`src/sv/fals_pkg.sv`:
```
package fals_pkg;

	// Result status codes
	localparam logic [1:0] STATUS_READ_HIT   = 2'd0;
	localparam logic [1:0] STATUS_READ_MISS  = 2'd1;
	localparam logic [1:0] STATUS_WR_STORED  = 2'd2;
	localparam logic [1:0] STATUS_WR_REJECT  = 2'd3;

	// Request opcodes
	localparam logic OP_READ  = 1'b0;
	localparam logic OP_WRITE = 1'b1;

	// Field widths
	localparam int TAG_W    = 64;
	localparam int LEN_W    = 24;
	localparam int STAMP_W  = 64;
	localparam int LINE_W   = 4;
	localparam int STATUS_W = 2;

	// Configuration register map
	localparam int          PADDR_W          = 3;
	localparam logic [2:0]  ADDR_MAX_OBJ     = 3'd0;
	localparam logic [23:0] MAX_OBJ_RESET    = 24'd102400;

	// Packed stream widths
	localparam int S_TDATA_W = 88;
	localparam int M_TDATA_W = 32;

endpackage

```
`src/sv/fully_assoc_lru_tag_store.sv`:
```
// A new request is accepted only in idle, after the previous result has been committed;
// the single read port of the line memories is swept one line per cycle, and one tag
// compare and one stamp compare serve every line.
// Reset (arst_n low, asynchronous): all lines invalid, access clock zero,
// max_object_bytes = 102400, no result pending. No clearing pass is needed.
module fully_assoc_lru_tag_store
	import fals_pkg::*;
#(
	parameter int NUM_LINES = 16
) (
	input  logic                  clk,
	input  logic                  arst_n,
	// Request stream
	input  logic                  s_tvalid,
	output logic                  s_tready,
	input  logic [S_TDATA_W-1:0]  s_tdata,  // [63:0] key_tag, [87:64] object_length
	input  logic                  s_tuser,  // [0] opcode
	// Result stream
	output logic                  m_tvalid,
	input  logic                  m_tready,
	output logic [M_TDATA_W-1:0]  m_tdata,  // [3:0] line_index, [27:4] stored_length,
	                                        // [28] evicted, [31:29] zero
	output logic [STATUS_W-1:0]   m_tuser,  // [1:0] status
	// Configuration port
	input  logic                  psel,
	input  logic                  penable,
	input  logic                  pwrite,
	input  logic [PADDR_W-1:0]    paddr,
	input  logic [31:0]           pwdata,
	output logic [31:0]           prdata,
	output logic                  pready
);

	localparam int IW = $clog2(NUM_LINES);
	localparam int CW = $clog2(NUM_LINES + 1);
	localparam logic [CW-1:0] LAST_CNT = CW'(NUM_LINES);

	localparam logic [1:0] ST_IDLE   = 2'd0;
	localparam logic [1:0] ST_SCAN   = 2'd1;
	localparam logic [1:0] ST_FINISH = 2'd2;

	logic [1:0]           state_q;
	logic [CW-1:0]        issue_cnt_q;
	logic                 rd_vld_s1;
	logic [IW-1:0]        rd_idx_s1;
	logic [TAG_W-1:0]     tag_rd_s1;
	logic [LEN_W-1:0]     len_rd_s1;
	logic [STAMP_W-1:0]   stamp_rd_s1;

	logic                 op_q;
	logic [TAG_W-1:0]     key_q;
	logic [LEN_W-1:0]     obj_len_q;

	logic                 hit_q;
	logic [IW-1:0]        hit_idx_q;
	logic [LEN_W-1:0]     hit_len_q;
	logic                 inv_q;
	logic [IW-1:0]        inv_idx_q;
	logic                 best_vld_q;
	logic [IW-1:0]        best_idx_q;
	logic [STAMP_W-1:0]   best_stamp_q;

	logic [NUM_LINES-1:0] line_valid_q;
	logic [STAMP_W-1:0]   access_clock_q;
	logic [LEN_W-1:0]     max_obj_q;

	logic [TAG_W-1:0]     tag_mem   [NUM_LINES];
	logic [LEN_W-1:0]     len_mem   [NUM_LINES];
	logic [STAMP_W-1:0]   stamp_mem [NUM_LINES];

	logic                 m_tvalid_q;
	logic [STATUS_W-1:0]  status_q;
	logic [LINE_W-1:0]    line_index_q;
	logic [LEN_W-1:0]     stored_len_q;
	logic                 evicted_q;

	logic                 in_accept;
	logic                 commit;
	logic                 reject;
	logic [IW-1:0]        victim_idx;
	logic [IW-1:0]        rd_addr;
	logic                 stamp_we;
	logic [IW-1:0]        stamp_waddr;
	logic                 fill_we;
	logic [IW+LINE_W-1:0] hit_idx_ext;
	logic [IW+LINE_W-1:0] victim_ext;
	logic                 cfg_wr;

	// Handshake and commit decode
	assign s_tready    = (state_q == ST_IDLE);
	assign in_accept   = s_tvalid && s_tready;
	assign commit      = (state_q == ST_FINISH) && (!m_tvalid_q || m_tready);
	assign reject      = (obj_len_q > max_obj_q);
	assign victim_idx  = inv_q ? inv_idx_q : best_idx_q;
	assign rd_addr     = issue_cnt_q[IW-1:0];
	assign fill_we     = commit && (op_q == OP_WRITE) && !reject;
	assign stamp_we    = fill_we || (commit && (op_q == OP_READ) && hit_q);
	assign stamp_waddr = (op_q == OP_WRITE) ? victim_idx : hit_idx_q;
	assign hit_idx_ext = {{LINE_W{1'b0}}, hit_idx_q};
	assign victim_ext  = {{LINE_W{1'b0}}, victim_idx};

	// Sequencer: sweep every line, then commit
	always_ff @(posedge clk or negedge arst_n) begin
		if (!arst_n) begin
			state_q     <= ST_IDLE;
			issue_cnt_q <= '0;
			rd_vld_s1   <= 1'b0;
		end else begin
			unique case (state_q)
				ST_IDLE: begin
					rd_vld_s1 <= 1'b0;
					if (in_accept) begin
						state_q     <= ST_SCAN;
						issue_cnt_q <= '0;
					end
				end
				ST_SCAN: begin
					if (issue_cnt_q != LAST_CNT) begin
						rd_vld_s1   <= 1'b1;
						issue_cnt_q <= issue_cnt_q + 1'b1;
					end else begin
						rd_vld_s1 <= 1'b0;
						state_q   <= ST_FINISH;
					end
				end
				ST_FINISH: begin
					rd_vld_s1 <= 1'b0;
					if (commit) begin
						state_q <= ST_IDLE;
					end
				end
				default: begin
					state_q   <= ST_IDLE;
					rd_vld_s1 <= 1'b0;
				end
			endcase
		end
	end

	// Capture the request
	always_ff @(posedge clk) begin
		if (in_accept) begin
			op_q      <= s_tuser;
			key_q     <= s_tdata[TAG_W-1:0];
			obj_len_q <= s_tdata[TAG_W+LEN_W-1:TAG_W];
		end
	end

	// Line memories: one read port swept during the scan, one write port at commit
	always_ff @(posedge clk) begin
		rd_idx_s1   <= rd_addr;
		tag_rd_s1   <= tag_mem[rd_addr];
		len_rd_s1   <= len_mem[rd_addr];
		stamp_rd_s1 <= stamp_mem[rd_addr];
	end

	always_ff @(posedge clk) begin
		if (fill_we) begin
			tag_mem[victim_idx] <= key_q;
			len_mem[victim_idx] <= obj_len_q;
		end
	end

	always_ff @(posedge clk) begin
		if (stamp_we) begin
			stamp_mem[stamp_waddr] <= access_clock_q;
		end
	end

	// Compare stage: first hit, first invalid line, oldest valid line
	always_ff @(posedge clk or negedge arst_n) begin
		if (!arst_n) begin
			hit_q      <= 1'b0;
			inv_q      <= 1'b0;
			best_vld_q <= 1'b0;
		end else if (in_accept) begin
			hit_q      <= 1'b0;
			inv_q      <= 1'b0;
			best_vld_q <= 1'b0;
		end else if (rd_vld_s1) begin
			if (line_valid_q[rd_idx_s1]) begin
				if (!hit_q && (tag_rd_s1 == key_q)) begin
					hit_q <= 1'b1;
				end
				if (!best_vld_q || (stamp_rd_s1 < best_stamp_q)) begin
					best_vld_q <= 1'b1;
				end
			end else if (!inv_q) begin
				inv_q <= 1'b1;
			end
		end
	end

	always_ff @(posedge clk) begin
		if (rd_vld_s1) begin
			if (line_valid_q[rd_idx_s1]) begin
				if (!hit_q && (tag_rd_s1 == key_q)) begin
					hit_idx_q <= rd_idx_s1;
					hit_len_q <= len_rd_s1;
				end
				if (!best_vld_q || (stamp_rd_s1 < best_stamp_q)) begin
					best_idx_q   <= rd_idx_s1;
					best_stamp_q <= stamp_rd_s1;
				end
			end else if (!inv_q) begin
				inv_idx_q <= rd_idx_s1;
			end
		end
	end

	// Valid bits and access clock
	always_ff @(posedge clk or negedge arst_n) begin
		if (!arst_n) begin
			line_valid_q   <= '0;
			access_clock_q <= '0;
		end else begin
			if (fill_we) begin
				line_valid_q[victim_idx] <= 1'b1;
			end
			if (stamp_we) begin
				access_clock_q <= access_clock_q + 1'b1;
			end
		end
	end

	// Result register
	always_ff @(posedge clk or negedge arst_n) begin
		if (!arst_n) begin
			m_tvalid_q <= 1'b0;
		end else if (commit) begin
			m_tvalid_q <= 1'b1;
		end else if (m_tready) begin
			m_tvalid_q <= 1'b0;
		end
	end

	always_ff @(posedge clk) begin
		if (commit) begin
			status_q     <= STATUS_READ_MISS;
			line_index_q <= '0;
			stored_len_q <= '0;
			evicted_q    <= 1'b0;
			if (op_q == OP_READ) begin
				if (hit_q) begin
					status_q     <= STATUS_READ_HIT;
					line_index_q <= hit_idx_ext[LINE_W-1:0];
					stored_len_q <= hit_len_q;
				end
			end else if (reject) begin
				status_q <= STATUS_WR_REJECT;
			end else begin
				status_q     <= STATUS_WR_STORED;
				line_index_q <= victim_ext[LINE_W-1:0];
				evicted_q    <= !inv_q;
			end
		end
	end

	assign m_tvalid = m_tvalid_q;
	assign m_tuser  = status_q;
	assign m_tdata  = {3'b000, evicted_q, stored_len_q, line_index_q};

	// Configuration register
	assign cfg_wr = psel && penable && pwrite && pready;
	assign pready = 1'b1;

	always_ff @(posedge clk or negedge arst_n) begin
		if (!arst_n) begin
			max_obj_q <= MAX_OBJ_RESET;
		end else if (cfg_wr && (paddr == ADDR_MAX_OBJ)) begin
			max_obj_q <= pwdata[LEN_W-1:0];
		end
	end

	assign prdata = (paddr == ADDR_MAX_OBJ) ? {8'h00, max_obj_q} : 32'h0;

endmodule

```
`config.mk`:
```
export PLATFORM = sky130hd
export DESIGN_NAME = fully_assoc_lru_tag_store
export DESIGN_NICKNAME = d
export VERILOG_FILES = /design/src/sv/fals_pkg.sv /design/src/sv/fully_assoc_lru_tag_store.sv
export SDC_FILE = /design/constraint.sdc
export NUM_CORES = 2
export LEC_CHECK = 0
export BUFFER_PORTS_ARGS = -buffer_cell sky130_fd_sc_hd__buf_2
export CORE_MARGIN = 8
export CORE_UTILIZATION = 60
export CTS_CLUSTER_DIAMETER = 120
export DETAILED_ROUTE_END_ITERATION = 10
export PLACE_DENSITY = 0.77
export SYNTH_ARGS = -nofsm -noshare
export SYNTH_HDL_FRONTEND = slang
export SYNTH_SLANG_ARGS = --single-unit
```
`constraint.sdc`:
```
create_clock -name clk -period 10.2 [get_ports clk]
set_clock_uncertainty 0.15 [all_clocks]
set_input_delay 1.02 -clock clk [delete_from_list [all_inputs] [get_ports clk]]
set_output_delay 1.02 -clock clk [all_outputs]
set_load 0.005 [all_outputs]
```
# Word level (Yosys, flattened, before mapping)
# Memories as Yosys holds them, arrays and structs flattened. A register that Yosys moved wholly into a read port is not among the register bits.
# Cells that the tools add are included.
# word_totals
ff_bits,340
mem_bits_rw,2432
word_cells,123
memories,3
# mem_list
name,words,word_bits,rd,rd_ports_with_merged_regs,write_ports,line_no,source
stamp_mem,16,64,1,1,1,fully_assoc_lru_tag_store.sv:69,logic [STAMP_W-1:0] stamp_mem [NUM_LINES];
tag_mem,16,64,1,1,1,fully_assoc_lru_tag_store.sv:67,logic [TAG_W-1:0] tag_mem [NUM_LINES];
len_mem,16,24,1,1,1,fully_assoc_lru_tag_store.sv:68,logic [LEN_W-1:0] len_mem [NUM_LINES];
# classes
add_sub_neg,2
magnitude_cmp,5
n_eq_ne,9
n_mux,39
n_bitwise,5
reduce_logical,37
# op_table
op,count
64-bit by 1-bit adder with 64-bit output (second input constant),1
64-bit equality test,1
64-bit less-than comparator,1
24-bit > comparator,1
24-bit 2-to-1 mux,1
1-bit 2-to-1 mux,23
3-bit AND reduction,7
4-bit 2-to-1 mux,5
16-bit OR,1
2-bit nonzero test,6
1-bit logical AND,11
4-bit by 5-bit less-than comparator with 1-bit output (second input constant),2
5-bit 2-to-1 mux,2
5-bit one-hot mux with 2 select lines,1
2-bit 2-to-1 mux,4
2-bit != test (second input constant),4
2-bit one-hot mux with 3 select lines,1
5-bit by 1-bit adder with 5-bit output (second input constant),1
1-bit zero test,5
5-bit != test (second input constant),1
1-bit binary-select mux with 4-bit select,1
1-bit demux with 4-bit select,1
4-bit by 1-bit greater-or-equal comparator with 1-bit output (second input constant),1
1-bit inverter,4
other kinds (8),11

# Depth between registers and ports, before layout
# logic_depth
ltp_word,8
mapped_depth,11

# Least setup slack after synthesis
# OpenSTA, ideal clock, no wires.
# synth_path
path_type,input to register
startpoint,in m_tready
endpoint,mem stamp_mem[14][0] (enable)
setup_ns,0.564
t_arrival_ns,7.231
t_required_ns,9.486
setup_slack_ns,2.254
stages,5
path_buffers,1
cell_sequence,nor2b_1 nor2_1 clkbuf_1 nand4_1 nor3_1
# synth_between
elab_chain_cells,7
elab_cells_between_ends,9
cone_classes,2 x mux; 7 x reduce/logical
# synth_rtl
element,line_no,source
from (decl),fully_assoc_lru_tag_store.sv:20,"input logic m_tready,"
1-bit logical OR (*),fully_assoc_lru_tag_store.sv:92,assign commit = (state_q == ST_FINISH) && (!m_tvalid_q || m_tready);
1-bit logical AND (*),fully_assoc_lru_tag_store.sv:92,
net commit,fully_assoc_lru_tag_store.sv:78,logic commit;
"1-bit logical AND, on equally long branches (2 in a row)","fully_assoc_lru_tag_store.sv:96, fully_assoc_lru_tag_store.sv:97",
1-bit logical OR (*),fully_assoc_lru_tag_store.sv:97,assign stamp_we = fill_we || (commit && (op_q == OP_READ) && hit_q);
1-bit 2-to-1 mux (*),fully_assoc_lru_tag_store.sv:165,if (stamp_we) begin
1-bit 2-to-1 mux (implied by the code) (*),fully_assoc_lru_tag_store.sv:166,stamp_mem[stamp_waddr] <= access_clock_q;
to (decl),fully_assoc_lru_tag_store.sv:69,
# Mark *: on every way through the listed nets, which the timed path passes. The rest lies on a longest branch.

# Worst setup path in the final report
# layout_path
startpoint,reg obj_len_q[19]
endpoint,mem tag_mem[1][20] (enable)
# layout_between
elab_chain_cells,5
# layout_rtl
element,line_no,source
from (decl),fully_assoc_lru_tag_store.sv:52,logic [LEN_W-1:0] obj_len_q;
from (signal assigned),fully_assoc_lru_tag_store.sv:145,obj_len_q <= s_tdata[TAG_W+LEN_W-1:TAG_W];
24-bit > comparator,fully_assoc_lru_tag_store.sv:93,assign reject = (obj_len_q > max_obj_q);
1-bit zero test,fully_assoc_lru_tag_store.sv:96,assign fill_we = commit && (op_q == OP_WRITE) && !reject;
1-bit logical AND,fully_assoc_lru_tag_store.sv:96,
1-bit 2-to-1 mux,fully_assoc_lru_tag_store.sv:158,if (fill_we) begin
1-bit 2-to-1 mux (implied by the code),fully_assoc_lru_tag_store.sv:159,tag_mem[victim_idx] <= key_q;
to (decl),fully_assoc_lru_tag_store.sv:67,
# Every way passes these cells.

==> impl_summary.md <==
Run status
The run finished with clean final reports.

Synth
For this run, the register share of the synthesized area comes to approximately four fifths. A synthesized cell averages around 23 sq um. By area the synthesized netlist is led by sky130_fd_sc_hd__edfxtp_1 73%, sky130_fd_sc_hd__mux4_2 16%, sky130_fd_sc_hd__dfxtp_1 2.9%.

The synthesized netlist devotes under 10% of its cell area to simple gates. The dominant register cell in the synthesized netlist is sky130_fd_sc_hd__edfxtp_1. By area, the combinational part of the netlist is dominated by multiplexers. The synthesized design spends more area on one cell type than any other, namely sky130_fd_sc_hd__edfxtp_1. The cell area after synthesis is between 100000 and 150000 sq um. The mux contribution to synthesized area is ~16%. The compound-cell area share of the yosys netlist is less than 1%.

Of the post-synthesis cell area, the dominant cell type holds between 70 and 80%. The number of enable flip-flop cells after synthesis is between 2000 and 3000. After Yosys synthesis, XOR and XNOR cells account for less than 1% of the synthesized area. The synthesized netlist devotes 1.03% of its cell area to adder and majority cells. The number of different library cells used by synthesis comes to 62. The synthesized design contains just under 3000 register bits.

For this run, the number of Yosys warnings is 0. The post-synthesis async set-or-reset flop share is between 3 and 4%. In the synthesized netlist, the number of instances is 4747.

Critical path
The critical path is of the flip-flop to flip-flop type. The worst setup path is captured at a flip-flop. The required time of the critical path is roughly 11 ns. The worst register-to-register path has a depth of 8. The data arrival time of the critical path is 6.21 ns. The kind of start point of the critical path is a flip-flop. Along the worst path, the maximum fanout reaches between 40 and 50. The flop-to-flop setup slack is 4.33 ns.

The start of the worst register-to-register path is obj_len_q[19]. The endpoint identified for the worst register-to-register timing path is tag_mem[1][20].

CTS
The root buffer cell chosen for the clock tree is sky130_fd_sc_hd__clkbuf_16. The number of clock buffers inserted by TritonCTS is around 300. The count of cells resized by post-cts repair is 0. The longest clock path from root to sink contains 4 buffers.

For the worst-skew pair, the clock arrives at the later sink with an insertion delay of 0.93 ns. The number of sinks handled by clock tree synthesis is roughly 3000. The number of buffers added for setup after CTS is 0.

The H-tree level count is 5. TritonCTS built the clock tree. Clock-pin slew was measured on the worst setup and hold paths at roughly 0.060 ns.

Floorplan
The die boundary width is about 440 um. The starting density of the core is between 60 and 70%. The area of the die is roughly 200000 sq um. The floorplan step defined a core boundary enclosing between 150000 and 200000 sq um.

The number of I/O pins is 200. In this run the core area contains approximately 160 standard-cell rows. In this run the vertical extent of the chip is around 440 um.

GRT
The first global-routing pass estimated between 300000 and 400000 um of wire. The number of antenna violations at the first check in global routing was 7. Global routing finished with a remaining overflow of 0. Entering global routing, the biggest net connects 161 pins. The number of global-route vias before repair is ~53000. In the global route stage, overall resource usage came out at 24.6%.

Power and ir drop
The leakage power is slightly above 0.04 uW. Sequential cells burn 45.6% of the power. The power per cell area is 254 nW/um^2. The cell internal power dissipation is roughly 23000 uW. Of the total power, the share spent switching nets is 25.2%. The net switching power figure is roughly 7900 uW. The part of the power in the clock network is 33.7%.

The peak supply drop is about 0.24 mV. The proportion of power drawn by combinational gates is between 20% and 30%.

STA
The minimum clock period is between 5 and 6 ns. The total count of hold-check failures in the final report is 0. The number of pins exceeding their max-slew limit in the final report is 0. Setup violations remaining at the end of the flow were counted as 0. Based on the critical path, the design can be clocked at up to around 170 MHz.

The pin slew with the least headroom to its limit is 1.24 ns. The headroom to the max-slew limit is 17.2%. The accumulated negative setup slack is 0 ns. The period utilization is 57.6%. Setup repair after global routing left no endpoint under its margin.

Min path
The worst hold path begins at s_tdata[79]. The worst hold path belongs to the class primary input to flip-flop. The endpoint of the worst hold path is obj_len_q[15]. Along the worst hold path, the cell count comes to 1.

Drt
Summing over every cut layer, the via total after detailed routing is around 51000. The detailed-router iteration count before antenna repair is 5. The mean routed wirelength per cell is between 30 and 40 um.

The number of vias per cell after detailed routing is between 6 and 7. The initial detailed-routing violation count is ~5700. Summed over all layers, the routed wires come to 245000 um. The DRC violations left is 0.

The count of nets left with antenna violations once routing finished came out at 0.

Cells and area
The net count of the finished layout is 5344. In the final layout, the share of cells above drive strength 1 is 28.3%. The final instance area is approximately 120000 sq um. The top cell types in the final layout, fill and taps aside, are 2652 x sky130_fd_sc_hd__edfxtp_1, 765 x sky130_fd_sc_hd__mux4_2, 303 x sky130_fd_sc_hd__clkbuf_16.

From synthesis to final layout, the design area changed by 12.2%. The most common cell after layout, fill and taps aside is sky130_fd_sc_hd__edfxtp_1.

Place
Summing all placed instances gives a cell area of 114000 sq um. At the end of routability-driven placement, the weighted congestion stood at between 0.7 and 0.8. During placement, the flow inserted port buffers numbering ~180. Summed over all nets, the half-perimeter wirelength after detailed placement is 118000 um.

Job
The tool flagged a number of max-cap violations equal to 0.
per-layer routing:
layer  vias to the layer above  part of all wire, %  track usage [%]
li1                      20500                    -                -
met1                     27100                   36             31.9
met2                      2708                   52             42.7
met3                       555                  7.5             3.73
met4                         2                  3.8             9.19
met5                         -               0.0045                0
cells by family (layout without fill, tap and decap cells):
family	Yosys count	after routing
xor gates and xnor gates	120	120
buffers and inverters	315	899
AOI/OAI and AO/OA	149	149
other	2	13
and+or+nand+nor	375	375
adders and majority gates	90	90
DFF	2924	2924
muxes	772	772
Yosys cell counts, types with 2 or more instances:
cell type	count
sky130_fd_sc_hd__ha_1	90
sky130_fd_sc_hd__a21oi_1	35
sky130_fd_sc_hd__a221oi_1	2
sky130_fd_sc_hd__xor2_1	103
sky130_fd_sc_hd__buf_4	15
sky130_fd_sc_hd__o21bai_1	16
sky130_fd_sc_hd__nor3b_1	11
sky130_fd_sc_hd__mux2i_1	3
sky130_fd_sc_hd__xnor2_1	17
sky130_fd_sc_hd__inv_1	107
sky130_fd_sc_hd__nand3_1	29
sky130_fd_sc_hd__o211ai_1	4
sky130_fd_sc_hd__and2_1	53
sky130_fd_sc_hd__nand2b_1	6
sky130_fd_sc_hd__edfxtp_1	2652
sky130_fd_sc_hd__and3_1	7
sky130_fd_sc_hd__nor3_1	51
sky130_fd_sc_hd__and4_1	11
sky130_fd_sc_hd__a31oi_1	4
sky130_fd_sc_hd__nor2_1	47
sky130_fd_sc_hd__a21boi_0	2
sky130_fd_sc_hd__o21ai_0	45
sky130_fd_sc_hd__dfxtp_1	156
sky130_fd_sc_hd__o2bb2ai_1	2
sky130_fd_sc_hd__nor4_2	2
sky130_fd_sc_hd__nand2_1	70
sky130_fd_sc_hd__nor4_1	19
sky130_fd_sc_hd__a211oi_1	2
sky130_fd_sc_hd__buf_2	67
sky130_fd_sc_hd__o22ai_1	5
sky130_fd_sc_hd__clkbuf_1	116
sky130_fd_sc_hd__conb_1	2
sky130_fd_sc_hd__nor4b_1	4
sky130_fd_sc_hd__buf_1	10
sky130_fd_sc_hd__dfstp_2	3
sky130_fd_sc_hd__mux4_2	765
sky130_fd_sc_hd__nand2_2	2
sky130_fd_sc_hd__o32ai_1	2
sky130_fd_sc_hd__dfrtp_1	113
sky130_fd_sc_hd__a21o_1	21
sky130_fd_sc_hd__nand4_1	43
sky130_fd_sc_hd__nor2b_1	7
sky130_fd_sc_hd__mux2_2	4
sky130_fd_sc_hd__nor4b_2	4
worst max-delay path: stages, from the launching register on:
cell	delay, ns
sky130_fd_sc_hd__edfxtp_1	0.67
sky130_fd_sc_hd__ha_1	0.45
sky130_fd_sc_hd__nand4_1	0.23
sky130_fd_sc_hd__nor4_1	0.81
sky130_fd_sc_hd__nand2_1	0.29
sky130_fd_sc_hd__o21ai_0	0.35
sky130_fd_sc_hd__nand3_1	0.60
sky130_fd_sc_hd__nor2_4	0.89
sky130_fd_sc_hd__buf_4	0.92
through the flow:
| step | total power (uW) | hold WS (ns) | setup WS, ns | cells | util [%] |
|---|---|---|---|---|---|
| CTS | 31400 | 0.0488 | 4.49 | 7711 | 67.8 |
| detailed placement | 20900 | 0.239 | 4.58 | 7194 | 62.7 |
| finish | 31200 | 0.119 | 4.33 | 7712 | 67.8 |
| global placement | 20700 | 0.236 | 4.71 | 7194 | 62.7 |
| floorplan | 19300 | 0.206 | 2.25 | 4757 | - |
| global route | 32200 | 0.0867 | 4.12 | 7712 | 67.8 |
power groups by stage:
stage	Clock (uW)	Sequential, uW	Combinational [uW]
after global placement	0	14400	6310
final	10500	14200	6460
after CTS	10600	14200	6540
after detailed placement	0	14500	6390
after floorplan	0	14200	5120
after global routing	11000	14300	6870
state kept, by name (all words and copies together), names as in the netlist, 4 cells and up:
signal	count
line_index_q	4
hit_idx_q	4
inv_idx_q	4
hit_len_q	24
tag_rd_s1	64
best_idx_q	4
tag_mem	1024
access_clock_q	64
best_stamp_q	64
key_q	64
obj_len_q	24
stamp_rd_s1	64
max_obj_q	24
stamp_mem	1024
rd_idx_s1	4
line_valid_q	16
issue_cnt_q	5
stored_len_q	24
len_rd_s1	24
len_mem	384
worst max path at each step:
stage | start | cells past startpoint | end
floorplan | m_tready | 5 | stamp_mem[14][0]
detailed placement | obj_len_q[17] | 8 | tag_mem[10][35]
global placement | obj_len_q[17] | 9 | stamp_mem[1][48]
finish | obj_len_q[19] | 8 | tag_mem[1][20]
global route | obj_len_q[19] | 8 | tag_mem[1][20]
CTS | obj_len_q[19] | 8 | tag_mem[10][32]
area by class of cell:
cell class | count | area [sq um]
fill | 10500 | 58300
sequential | 2924 | 85700
timing repair buffer | 276 | 1730
antenna | 1 | 2.50
inverter | 107 | 402
tap | 2370 | 2970
multi-input combinational | 1518 | 22800
clock buffer | 416 | 8330
clock inverter | 100 | 986
what timing repair did:
item,in CTS,in global routing
setup endpoints to repair,0,0
hold buffers,1,0
hold endpoints to repair,52,0
(Power assumes the default switching activity.)
